### src/swst_ram.sv
// Generic simple dual-port RAM with one write port and a registered read port.
// No dependencies.
`timescale 1ns / 1ps

module swst_ram #(
  parameter int WIDTH = 16,
  parameter int DEPTH = 256
) (
  input  logic                     clk,
  input  logic                     we,
  input  logic [$clog2(DEPTH)-1:0] waddr,
  input  logic [WIDTH-1:0]         wdata,
  input  logic [$clog2(DEPTH)-1:0] raddr,
  output logic [WIDTH-1:0]         rdata
);

  logic [WIDTH-1:0] mem [DEPTH];

  // Write and registered read.
  always_ff @(posedge clk) begin
    if (we) begin
      mem[waddr] <= wdata;
    end
    rdata <= mem[raddr];
  end

endmodule

### config.mk
export PLATFORM = sky130hd
export DESIGN_NAME = swst_ram
export DESIGN_NICKNAME = d
export VERILOG_FILES = /design/src/swst_ram.sv
export SDC_FILE = /design/constraint.sdc
export NUM_CORES = 2
export LEC_CHECK = 0
export ABC_AREA = 0
export ABC_CLOCK_PERIOD_IN_PS = 2800
export BUFFER_PORTS_ARGS = -buffer_cell sky130_fd_sc_hd__buf_2
export CAP_MARGIN = 25
export CORE_MARGIN = 5
export CORE_UTILIZATION = 36
export CTS_CLUSTER_DIAMETER = 100
export CTS_CLUSTER_SIZE = 12
export DETAILED_ROUTE_END_ITERATION = 8
export SYNTH_ARGS = -nofsm -noshare
export SYNTH_HDL_FRONTEND = slang
export SYNTH_SLANG_ARGS = --single-unit
### constraint.sdc
create_clock -name clk -period 2.8 [get_ports clk]
set_input_delay 0.14 -clock clk [delete_from_list [all_inputs] [get_ports clk]]
set_output_delay 0.14 -clock clk [all_outputs]
set_load 0.005 [all_outputs]
==> impl_metrics.ini <==
[outcome]
status = finished, final reports clean

[die]
start_util_pct = 36.2
die_x_um = 674
io_pins = 50
row_count = 243
die_y_um = 674
core_area_um2 = 439000
die_area_um2 = 454000

[placement]
dpl.hpwl_um = 277000
io_buffer_count = 49
place.gp.congestion = 0.849
place_area_um2 = 174000
post-place-ws_ns = -0.794

[synthesis]
synth_edf_count = 4096
yosysMostFrequentCell = edfxtp_1
yosysTopAreaCell = edfxtp_1
async_flop_share_pct = 0
synth_top_family_by_area = multiplexers
syn_area_per_cell_um2 = 21.6
synthesis.nets = 7394
seq_area_frac_synth_pct = 77.7
synthTopCellsByCount = edfxtp_1 (4096), mux4_2 (797), mux2i_1 (565)
muxShareOfSynthArea_pct = 15.5
synthCells = 7360
synth_compound_area_share_pct = 3.54
synth.distinct_cells = 52
synthAdderAreaFrac_pct = 0
synth_xor_xnor_area_share_pct = 0
synth_simple_gate_area_share_pct = 1.57
yosys_register_bits = 4112
netlist_area_um2 = 159000
ys_warn_count = 0
synthFlopType = edfxtp_1
synth_area_leaders = edfxtp_1 (77%), mux4_2 (11%), mux2i_1 (3.6%)
synth_top_area_share_pct = 77.5

[pwr]
leakage_nw = 58.9
ir_worst_vdd_mv = 0.488
powerDensity_nw_per_um2 = 657
p_total_mw = 121

[cells_and_area]
post_route_cells_drive_above_1_share_pct = 29.3
area_delta_synth_final_pct = 16.3
fin_nets = 8450
final_cell_area_um2 = 185000

[global_routing]
use_met1_pct = 26.2
overflow = 0
grt_pass1_wl_um = 624000
antenna_found_initial = 26
met2_usage_pct = 30.7
grt_use_met3_pct = 3.12
first_global_vias = 81500
grt_max_degree = 145
track_usage_pct = 19.0
grt_most_used_layer = met2

[routing]
drc = 0
vias = 80800
wirelength_um = 440000
wl_per_cell_um = 30.6
drtIter0Drc = 10200
viasPerCell = 5.62
first_pass_iters = 6
antenna_left = 0

[timing]
hold_violations = 0
skew_ns = 0.0655
fmax_mhz = 360
hold_ws_ns = 0.157
finalCriticalPeriod_ns = 2.77
worst_pin_slew_ns = 1.20
rsz0062_at_grt = false
setup_violations = 0
layout_setup_ws_ns = 0.0250
relSlewSlack_pct = 20.3
finalMaxSlewViolations = 0
finalCritPeriodShare_pct = 99.1

[clock_network]
clock-root-buffer = clkbuf_16
cts-htree-levels = 5
clkLatencyLatePin_ns = 0.95
post_cts_buffers = 0
cts_buffers = 381
path_clk_slew_ns = 0.06
cts_tree = yes
max-clock-path-buffers = 4
cts_sinks = 4112

[worst_setup_path]
crit_top_cell = mux4_2
cp_cell_sequence = mux4_2, mux4_2, a22o_1, o32ai_1, buf_12, nor4_1
path_class = flip-flop to flip-flop
crit_buf_inv = 1
path_max_fanout = 2
cp-start-kind = flip-flop
crit_path_end_kind = flip-flop
required_ns = 3.57
cp_slowest_cell = mux4_2
worstPathArrival_ns = 3.55
slowest_delay_ns = 0.56
critical_path.top_delay_family = multiplexers

[flow_run]
maxCapViolations = 0

[min_path]
hold_path_class = input pin to flip-flop
## state kept, by name, summed over array words and instances, names as in the netlist
| name | count |
|---|---|
| rdata | 16 |
| mem | 4096 |
## per-stage QoR
| stage | TNS [ns] | utilization [%] | instances |
|---|---|---|---|
| floorplan | 0 | - | 7360 |
| finish | 0 | 42.1 | 14400 |
| CTS | 0 | 42.1 | 14400 |
| detailed placement | -7.76 | 39.7 | 13900 |
| global placement | -7.62 | 39.7 | 13900 |
| global route | 0 | 42.1 | 14400 |
## path summary, 6_finish.rpt
path                                             from                to  cells after the start  slack (ns)
worst max register to register   mem[27][7]$_DFFE_PP_  rdata[7]$_DFF_P_                      6        0.03
worst min register to register  mem[106][5]$_DFFE_PP_  rdata[5]$_DFF_P_                      6        1.10
worst min-delay path                         raddr[5]  rdata[4]$_DFF_P_                      6        0.16
worst max-delay path             mem[27][7]$_DFFE_PP_  rdata[7]$_DFF_P_                      6        0.03
## per-layer routing
layer,up-vias,routed length [um]
met2,3614,211000
li1,33200,-
met4,10,18300
met1,43300,176000
met5,-,69
met3,678,35400
## worst register-to-register path, stage by stage, from the launching register on
cell	delay, ns
edfxtp_1	0.37
mux4_2	0.56
mux4_2	0.55
a22o_1	0.41
o32ai_1	0.48
buf_12	0.18
nor4_1	0.06
## report_power, final
part | leakage (nW) | internal [mW] | switching (mW) | total (mW)
Clock | 4.98 | 24.6 | 21.3 | 45.9
Sequential | 36.9 | 67.9 | 0.124 | 68.0
Combinational | 16.9 | 2.86 | 4.50 | 7.37
## cells in the final DEF, fill, tap and decap left out, drive strengths merged, types with 16 or more instances in the layout
cell type / instances
a21oi: 175
mux2i: 565
clkbuf: 423
mux2: 88
mux4: 797
nand2: 38
nand3: 35
edfxtp: 4096
a211oi: 18
a22oi: 43
nor4: 18
o31ai: 16
a22o: 32
o32ai: 21
buf: 1097
o221ai: 253
nor3: 92
a221oi: 28
o21ai: 38
dlygate4sd3: 27
o22ai: 148
dfxtp: 16
nand4: 26
nor2: 304
## repair_timing
item,CTS,global route
resized for setup,2,1
cloned,0,0
setup endpoints to repair,2,1
hold endpoints to repair,2520,0
hold buffers,27,0
## layout make-up
type	instances	area, um2
clock buffer	422	9790
antenna	14	35.0
sequential	4112	123000
fill	37500	254000
clock inverter	25	444
inverter	4	27.5
multi-input combinational	2792	33000
timing repair buffer	1125	10700
tap	5880	7360
## logic make-up (layout without fill, tap and decap cells)
| family | count (synthesis) | count (layout) |
|---|---|---|
| and+or+nand+nor | 556 | 556 |
| other | 0 | 14 |
| muxes | 1450 | 1450 |
| DFF | 4112 | 4112 |
| buffers and inverters | 456 | 1576 |
| AOI/OAI and AO/OA | 786 | 786 |
Note: power is estimated with default switching activity, not from simulation.
