[src/swst_pkg.sv]
// Shared constants and types for the sliding window statistics block.
// No dependencies; every other file except swst_ram imports this package.
`timescale 1ns / 1ps

package swst_pkg;

  localparam int WINDOW_MAX = 256;
  localparam int ADDR_W     = $clog2(WINDOW_MAX);
  localparam int LEN_W      = 9;
  localparam int SAMPLE_W   = 16;
  localparam int SUM_W      = 25;
  localparam int SUMSQ_W    = 39;
  localparam int MEAN_W     = 24;
  localparam int VAR_W      = 39;
  localparam int SD_W       = 24;
  localparam int OUT_W      = 128;

  localparam logic signed [SAMPLE_W-1:0] SAMPLE_POS = 16'sh7fff;
  localparam logic signed [SAMPLE_W-1:0] SAMPLE_NEG = 16'sh8000;
  localparam logic [LEN_W-1:0] LEN_MAX = LEN_W'(WINDOW_MAX);

  // Results of the arithmetic unit for one word.
  typedef struct packed {
    logic signed [MEAN_W-1:0] mean;
    logic [VAR_W-1:0]         variance;
    logic [SD_W-1:0]          stdev;
  } swst_res_t;

endpackage

[src/swst_math.sv]
// Arithmetic unit: mean, sample variance and standard deviation from the sums.
// Uses swst_pkg; one shared restoring divider and a digit-serial square root.
`timescale 1ns / 1ps

module swst_math
  import swst_pkg::*;
(
  input  logic                    clk,
  input  logic                    rst_n,
  input  logic                    start,
  input  logic signed [SUM_W-1:0] sum,
  input  logic [SUMSQ_W-1:0]      sumsq,
  input  logic [LEN_W-1:0]        n,
  output logic                    done,
  output swst_res_t               res
);

  localparam int DIV_W = 56;
  localparam logic [2:0] M_IDLE = 3'd0;
  localparam logic [2:0] M_MUL  = 3'd1;
  localparam logic [2:0] M_SUB  = 3'd2;
  localparam logic [2:0] M_DIVM = 3'd3;
  localparam logic [2:0] M_DIVV = 3'd4;
  localparam logic [2:0] M_SQRT = 3'd5;
  localparam logic [2:0] M_DONE = 3'd6;

  logic [2:0]              state_r, state_nxt;
  logic [LEN_W-1:0]        n_r;
  logic [SUMSQ_W-1:0]      sumsq_r;
  logic [23:0]             abs_r;
  logic                    neg_r;
  logic [47:0]             nsq_r, s2_r;
  logic [15:0]             den_r;
  logic [DIV_W-1:0]        dq_r;
  logic [15:0]             drem_r, dden_r;
  logic [5:0]              cnt_r;
  logic [47:0]             rad_r;
  logic [25:0]             srem_r;
  logic [SD_W-1:0]         sroot_r;
  swst_res_t               res_r;

  logic [16:0]             dt;
  logic                    dge;
  logic [26:0]             sr2, strial;
  logic                    sge;
  logic [DIV_W-1:0]        dq_step;
  logic [15:0]             drem_step;
  logic [47:0]             num;

  // One restoring division step, one square-root step and the variance numerator.
  always_comb begin
    dt        = {drem_r, dq_r[DIV_W-1]};
    dge       = dt >= {1'b0, dden_r};
    drem_step = dge ? 16'(dt - {1'b0, dden_r}) : dt[15:0];
    dq_step   = {dq_r[DIV_W-2:0], dge};
    sr2       = {srem_r[24:0], rad_r[47:46]};
    strial    = {1'b0, sroot_r, 2'b01};
    sge       = sr2 >= strial;
    num       = nsq_r - s2_r;
  end

  // Sequencer.
  always_comb begin
    state_nxt = state_r;
    case (state_r)
      M_IDLE:  if (start) state_nxt = M_MUL;
      M_MUL:   state_nxt = M_SUB;
      M_SUB:   state_nxt = M_DIVM;
      M_DIVM:  if (cnt_r == 6'(DIV_W - 1)) state_nxt = (n_r > 9'd1) ? M_DIVV : M_DONE;
      M_DIVV:  if (cnt_r == 6'(DIV_W - 1)) state_nxt = M_SQRT;
      M_SQRT:  if (cnt_r == 6'(SD_W - 1)) state_nxt = M_DONE;
      M_DONE:  if (start) state_nxt = M_MUL;
      default: state_nxt = M_IDLE;
    endcase
  end

  always_ff @(posedge clk) begin
    if (!rst_n) begin
      state_r <= M_IDLE;
    end else begin
      state_r <= state_nxt;
    end
  end

  // Datapath.
  always_ff @(posedge clk) begin
    if (start) begin
      n_r     <= n;
      sumsq_r <= sumsq;
      neg_r   <= sum[SUM_W-1];
      abs_r   <= sum[SUM_W-1] ? 24'(-sum) : sum[23:0];
    end
    case (state_r)
      M_MUL: begin
        nsq_r <= 48'(n_r * sumsq_r);
        s2_r  <= 48'(abs_r * abs_r);
        den_r <= 16'(n_r * (n_r - 9'd1));
      end
      M_SUB: begin
        dq_r   <= {24'd0, abs_r, 8'd0};
        drem_r <= '0;
        dden_r <= {7'd0, n_r};
        cnt_r  <= '0;
        res_r.variance <= '0;
        res_r.stdev    <= '0;
      end
      M_DIVM: begin
        dq_r   <= dq_step;
        drem_r <= drem_step;
        cnt_r  <= cnt_r + 6'd1;
        if (cnt_r == 6'(DIV_W - 1)) begin
          res_r.mean <= neg_r ? -$signed(dq_step[MEAN_W-1:0]) : $signed(dq_step[MEAN_W-1:0]);
          dq_r   <= {num, 8'd0};
          drem_r <= '0;
          dden_r <= den_r;
          cnt_r  <= '0;
        end
      end
      M_DIVV: begin
        dq_r   <= dq_step;
        drem_r <= drem_step;
        cnt_r  <= cnt_r + 6'd1;
        if (cnt_r == 6'(DIV_W - 1)) begin
          res_r.variance <= dq_step[VAR_W-1:0];
          rad_r  <= {1'b0, dq_step[VAR_W-1:0], 8'd0};
          srem_r <= '0;
          sroot_r <= '0;
          cnt_r  <= '0;
        end
      end
      M_SQRT: begin
        rad_r <= {rad_r[45:0], 2'b00};
        cnt_r <= cnt_r + 6'd1;
        if (sge) begin
          srem_r  <= 26'(sr2 - strial);
          sroot_r <= {sroot_r[SD_W-2:0], 1'b1};
        end else begin
          srem_r  <= sr2[25:0];
          sroot_r <= {sroot_r[SD_W-2:0], 1'b0};
        end
        if (cnt_r == 6'(SD_W - 1)) begin
          res_r.stdev <= {sroot_r[SD_W-2:0], sge};
        end
      end
      default: ;
    endcase
  end

  assign done = (state_r == M_DONE);
  assign res  = res_r;

endmodule

[config.mk]
export PLATFORM = sky130hd
export DESIGN_NAME = swst_math
export DESIGN_NICKNAME = d
export VERILOG_FILES = /design/src/swst_pkg.sv /design/src/swst_math.sv
export SDC_FILE = /design/constraint.sdc
export NUM_CORES = 2
export LEC_CHECK = 0
export ABC_AREA = 0
export BUFFER_PORTS_ARGS = -buffer_cell sky130_fd_sc_hd__buf_2
export CORE_MARGIN = 2
export CORE_UTILIZATION = 36
export DETAILED_ROUTE_END_ITERATION = 6
export PLACE_DENSITY = 0.58
export SYNTH_ARGS = -nofsm -noshare
export SYNTH_HDL_FRONTEND = slang
export SYNTH_SLANG_ARGS = --single-unit
[constraint.sdc]
create_clock -name clk -period 9.7 [get_ports clk]
set_input_delay 1.94 -clock clk [delete_from_list [all_inputs] [get_ports clk]]
set_output_delay 1.94 -clock clk [all_outputs]
set_load 0.05 [all_outputs]
==> impl_metrics.csv <==
group,metric,value,unit
route,via_per_inst,4.908,
critical_path,slowest_delay,1230,ps
route,routed_wl,124000,um
synthesis,synth_warnings,0,
placement,place_inst,7099,
min_path,hold_depth,2,
timing,min_period,8186,ps
critical_path,required,10080,ps
synthesis,synth_seq_cells,456,
cts,htreeDepth,2,
global_routing,use_met2,29.92,%
timing,fmax,122.2,MHz
finish,layout.nets,6466,
route,wl_per_cell,17.24,um
floorplan,rows,138,
critical_path,regToRegSetupSlack,1510,ps
route,vias,35320,
critical_path,crit_arrival,8570,ps
timing,drv_slew,0,
global_routing,track_usage,17.24,%
synthesis,synth.yosys.seq_area_share,26.54,%
synthesis,synth_cells,5192,
cts,root_buffer,"clkbuf_16",
synthesis,yosysUniqueCellTypes,81,
finish,mostFrequentLayoutCell,"inv_1",
cts,clock_latency,640,ps
finish,fillCellCount,14080,
timing,setup_viol,0,
global_routing,grt_use_met1,22.42,%
cts,hold_buffers,0,
synthesis,avgSynthCellArea,9.915,um^2
cts,cts.sinks,456,
floorplan,die_area,146000,um^2
placement,place_congestion,0.8593,
synthesis,ys.flop_type,"edfxtp_1",
timing,skew,25.79,ps
critical_path,reg2reg_depth,23,
global_routing,grt.busiest_layer,"met2",
critical_path,cp_max_fo,26,
critical_path,critPathSlowestCell,"edfxtp_1",
synthesis,synthArstFlopShare,0,%
finish,drive_above_1_share,6.374,%
cts,cts_tree,"done",
placement,detailed_place_hpwl,97240,um
floorplan,num_io_pins,164,
floorplan,fp.dieH,382.2,um
route,first_iter_violations,1800,
floorplan,start_util,36.32,%
timing,layout_worst_path_cycle_share,84.40,%
critical_path,cp_cell_sequence,"nand2_1, inv_1, fa_1, fa_1, inv_1, fa_1, inv_1, fa_1, inv_1, fa_1, inv_1, fa_1, inv_1, fa_1, inv_1, ha_1, a2111oi_0, a21oi_1, a31oi_1, o211ai_1, a31oi_1, o21ai_0, xnor2_1",
synthesis,synth_area,51480,um^2
finish,area_growth_syn_to_layout,8.825,%
critical_path,critical_path_class,"flop to flop",
finish,final_util,39.52,%
synthesis,syn_nets,6396,
placement,portBuffers,163,
cts,cts_resized,0,
global_routing,grt_pass1_vias,37620,
cts,path_clk_slew,70,ps
route,route.detailed.drc,0,
finish,mostFrequentLayoutCells,"inv_1, fa_1, nand2_1",
global_routing,grt_pass1_wl,201800,um
timing,fin_setup_tns,0,ps
global_routing,antenna_found_initial,3,
synthesis,synth_edf_count,453,
global_routing,gr-total-overflow,0,
route,drt_first_pass_iters,5,
flow_run,maxCapViolCount,0,
outcome,outcome,"completed",
timing,tightest_slew,1326,ps
critical_path,crit_path_start_kind,"flop",
floorplan,coreArea,141800,um^2
critical_path,crit_path_end_kind,"flop",
global_routing,grtUsageMet3,2.931,%
route,ant_nets,0,
min_path,min_path_type,"flop to flop",
finish,layout.cells.non_filler,7195,
floorplan,die_width,382.2,um
timing,max_slew_margin,11.59,%
global_routing,grt_max_degree,86,
timing,hold_violations,0,
cts,postCtsSetupBuffers,0,
timing,rsz0062_at_grt,"no",
cts,cts_buffers,51,
cts,clockBufferDepth,3,
[routing by layer]
layer,wire (um),part of all wire [%],vias to the layer above
met3,6421,5.2,152
met5,13,0.010,-
li1,-,-,16670
met4,2740,2.2,2
met2,60820,49,673
met1,54010,44,17820
[area by class of cell]
type	count	area, um^2	area share [%]
Multi-Input combinational cell	3499	33250	59.35
Sequential cell	456	13660	24.39
Inverter	1039	3900	6.961
Tap cell	1890	2365	4.221
Clock buffer	57	1299	2.318
Timing Repair Buffer	215	1209	2.157
Clock inverter	37	332.8	0.5941
Antenna cell	2	5.005	0.008933
[worst paths after layout]
check	start	end
hold / removal	den_r[8]$_DFFE_PP_	dden_r[8]$_DFFE_PP_
setup reg to reg	abs_r[5]$_DFFE_PP_	s2_r[46]$_DFFE_PP_
hold reg to reg	den_r[8]$_DFFE_PP_	dden_r[8]$_DFFE_PP_
setup / recovery	abs_r[5]$_DFFE_PP_	s2_r[46]$_DFFE_PP_
[worst max-delay path: cells and delay by family (launching register included)]
family          cells  cell delay, ps
compound gates      6            2200
xor+xnor            1             140
fa+ha+maj           8            3620
buf+inv             7             460
flops               1            1230
simple gates        1             250
[per-stage QoR]
| step | hold slack [ps] | cell area (um^2) | setup slack [ps] |
|---|---|---|---|
| 6_report | 510.5 | 56020 | 1514 |
| 4_1_cts | 513.2 | 56020 | 1692 |
| 2_1_floorplan | 483.6 | 51480 | 902.0 |
| 3_5_place_dp | 496.8 | 54390 | 1719 |
| 5_1_grt | 528.1 | 56020 | 1108 |
| 3_3_place_gp | 490.5 | 54390 | 1647 |
[cell families after synthesis]
family / synth area share, %
flops: 26.54
mux: 0.4107
xor+xnor: 3.947
compound gates: 8.502
simple gates: 13.42
buf+inv: 9.029
fa+ha+maj: 38.15
[flip-flops by register name, summed over array words and instances (netlist names)]
| name | flops |
|---|---|
| state_r | 3 |
| abs_r | 24 |
| cnt_r | 6 |
| rad_r | 40 |
| den_r | 15 |
| sroot_r | 24 |
| dden_r | 16 |
| res | 87 |
| nsq_r | 48 |
| srem_r | 25 |
| s2_r | 47 |
| n_r | 9 |
| sumsq_r | 39 |
| neg_r | 1 |
| dq_r | 56 |
| drem_r | 16 |
[synthesized netlist by cell type (27+ instances only)]
library cell,n,area share [%]
and2_1,260,3.2
buf_1,36,0.26
o21bai_1,31,0.45
nor3_1,33,0.32
nand2_1,670,4.9
o31ai_1,27,0.39
xnor2_1,170,2.9
clkbuf_1,158,1.2
ha_1,392,9.5
a21oi_1,188,1.8
nor2b_1,52,0.63
o21ai_0,136,1.3
xor2_1,62,1.1
nand3_1,46,0.45
inv_1,1039,7.6
nand2b_1,56,0.68
fa_1,736,29
nor2_1,191,1.4
a21o_1,104,1.5
edfxtp_1,453,26
and3_1,55,0.67
Power is not shown: default switching activity piles up to over one toggle a cycle in this logic, so the estimate is an artifact.
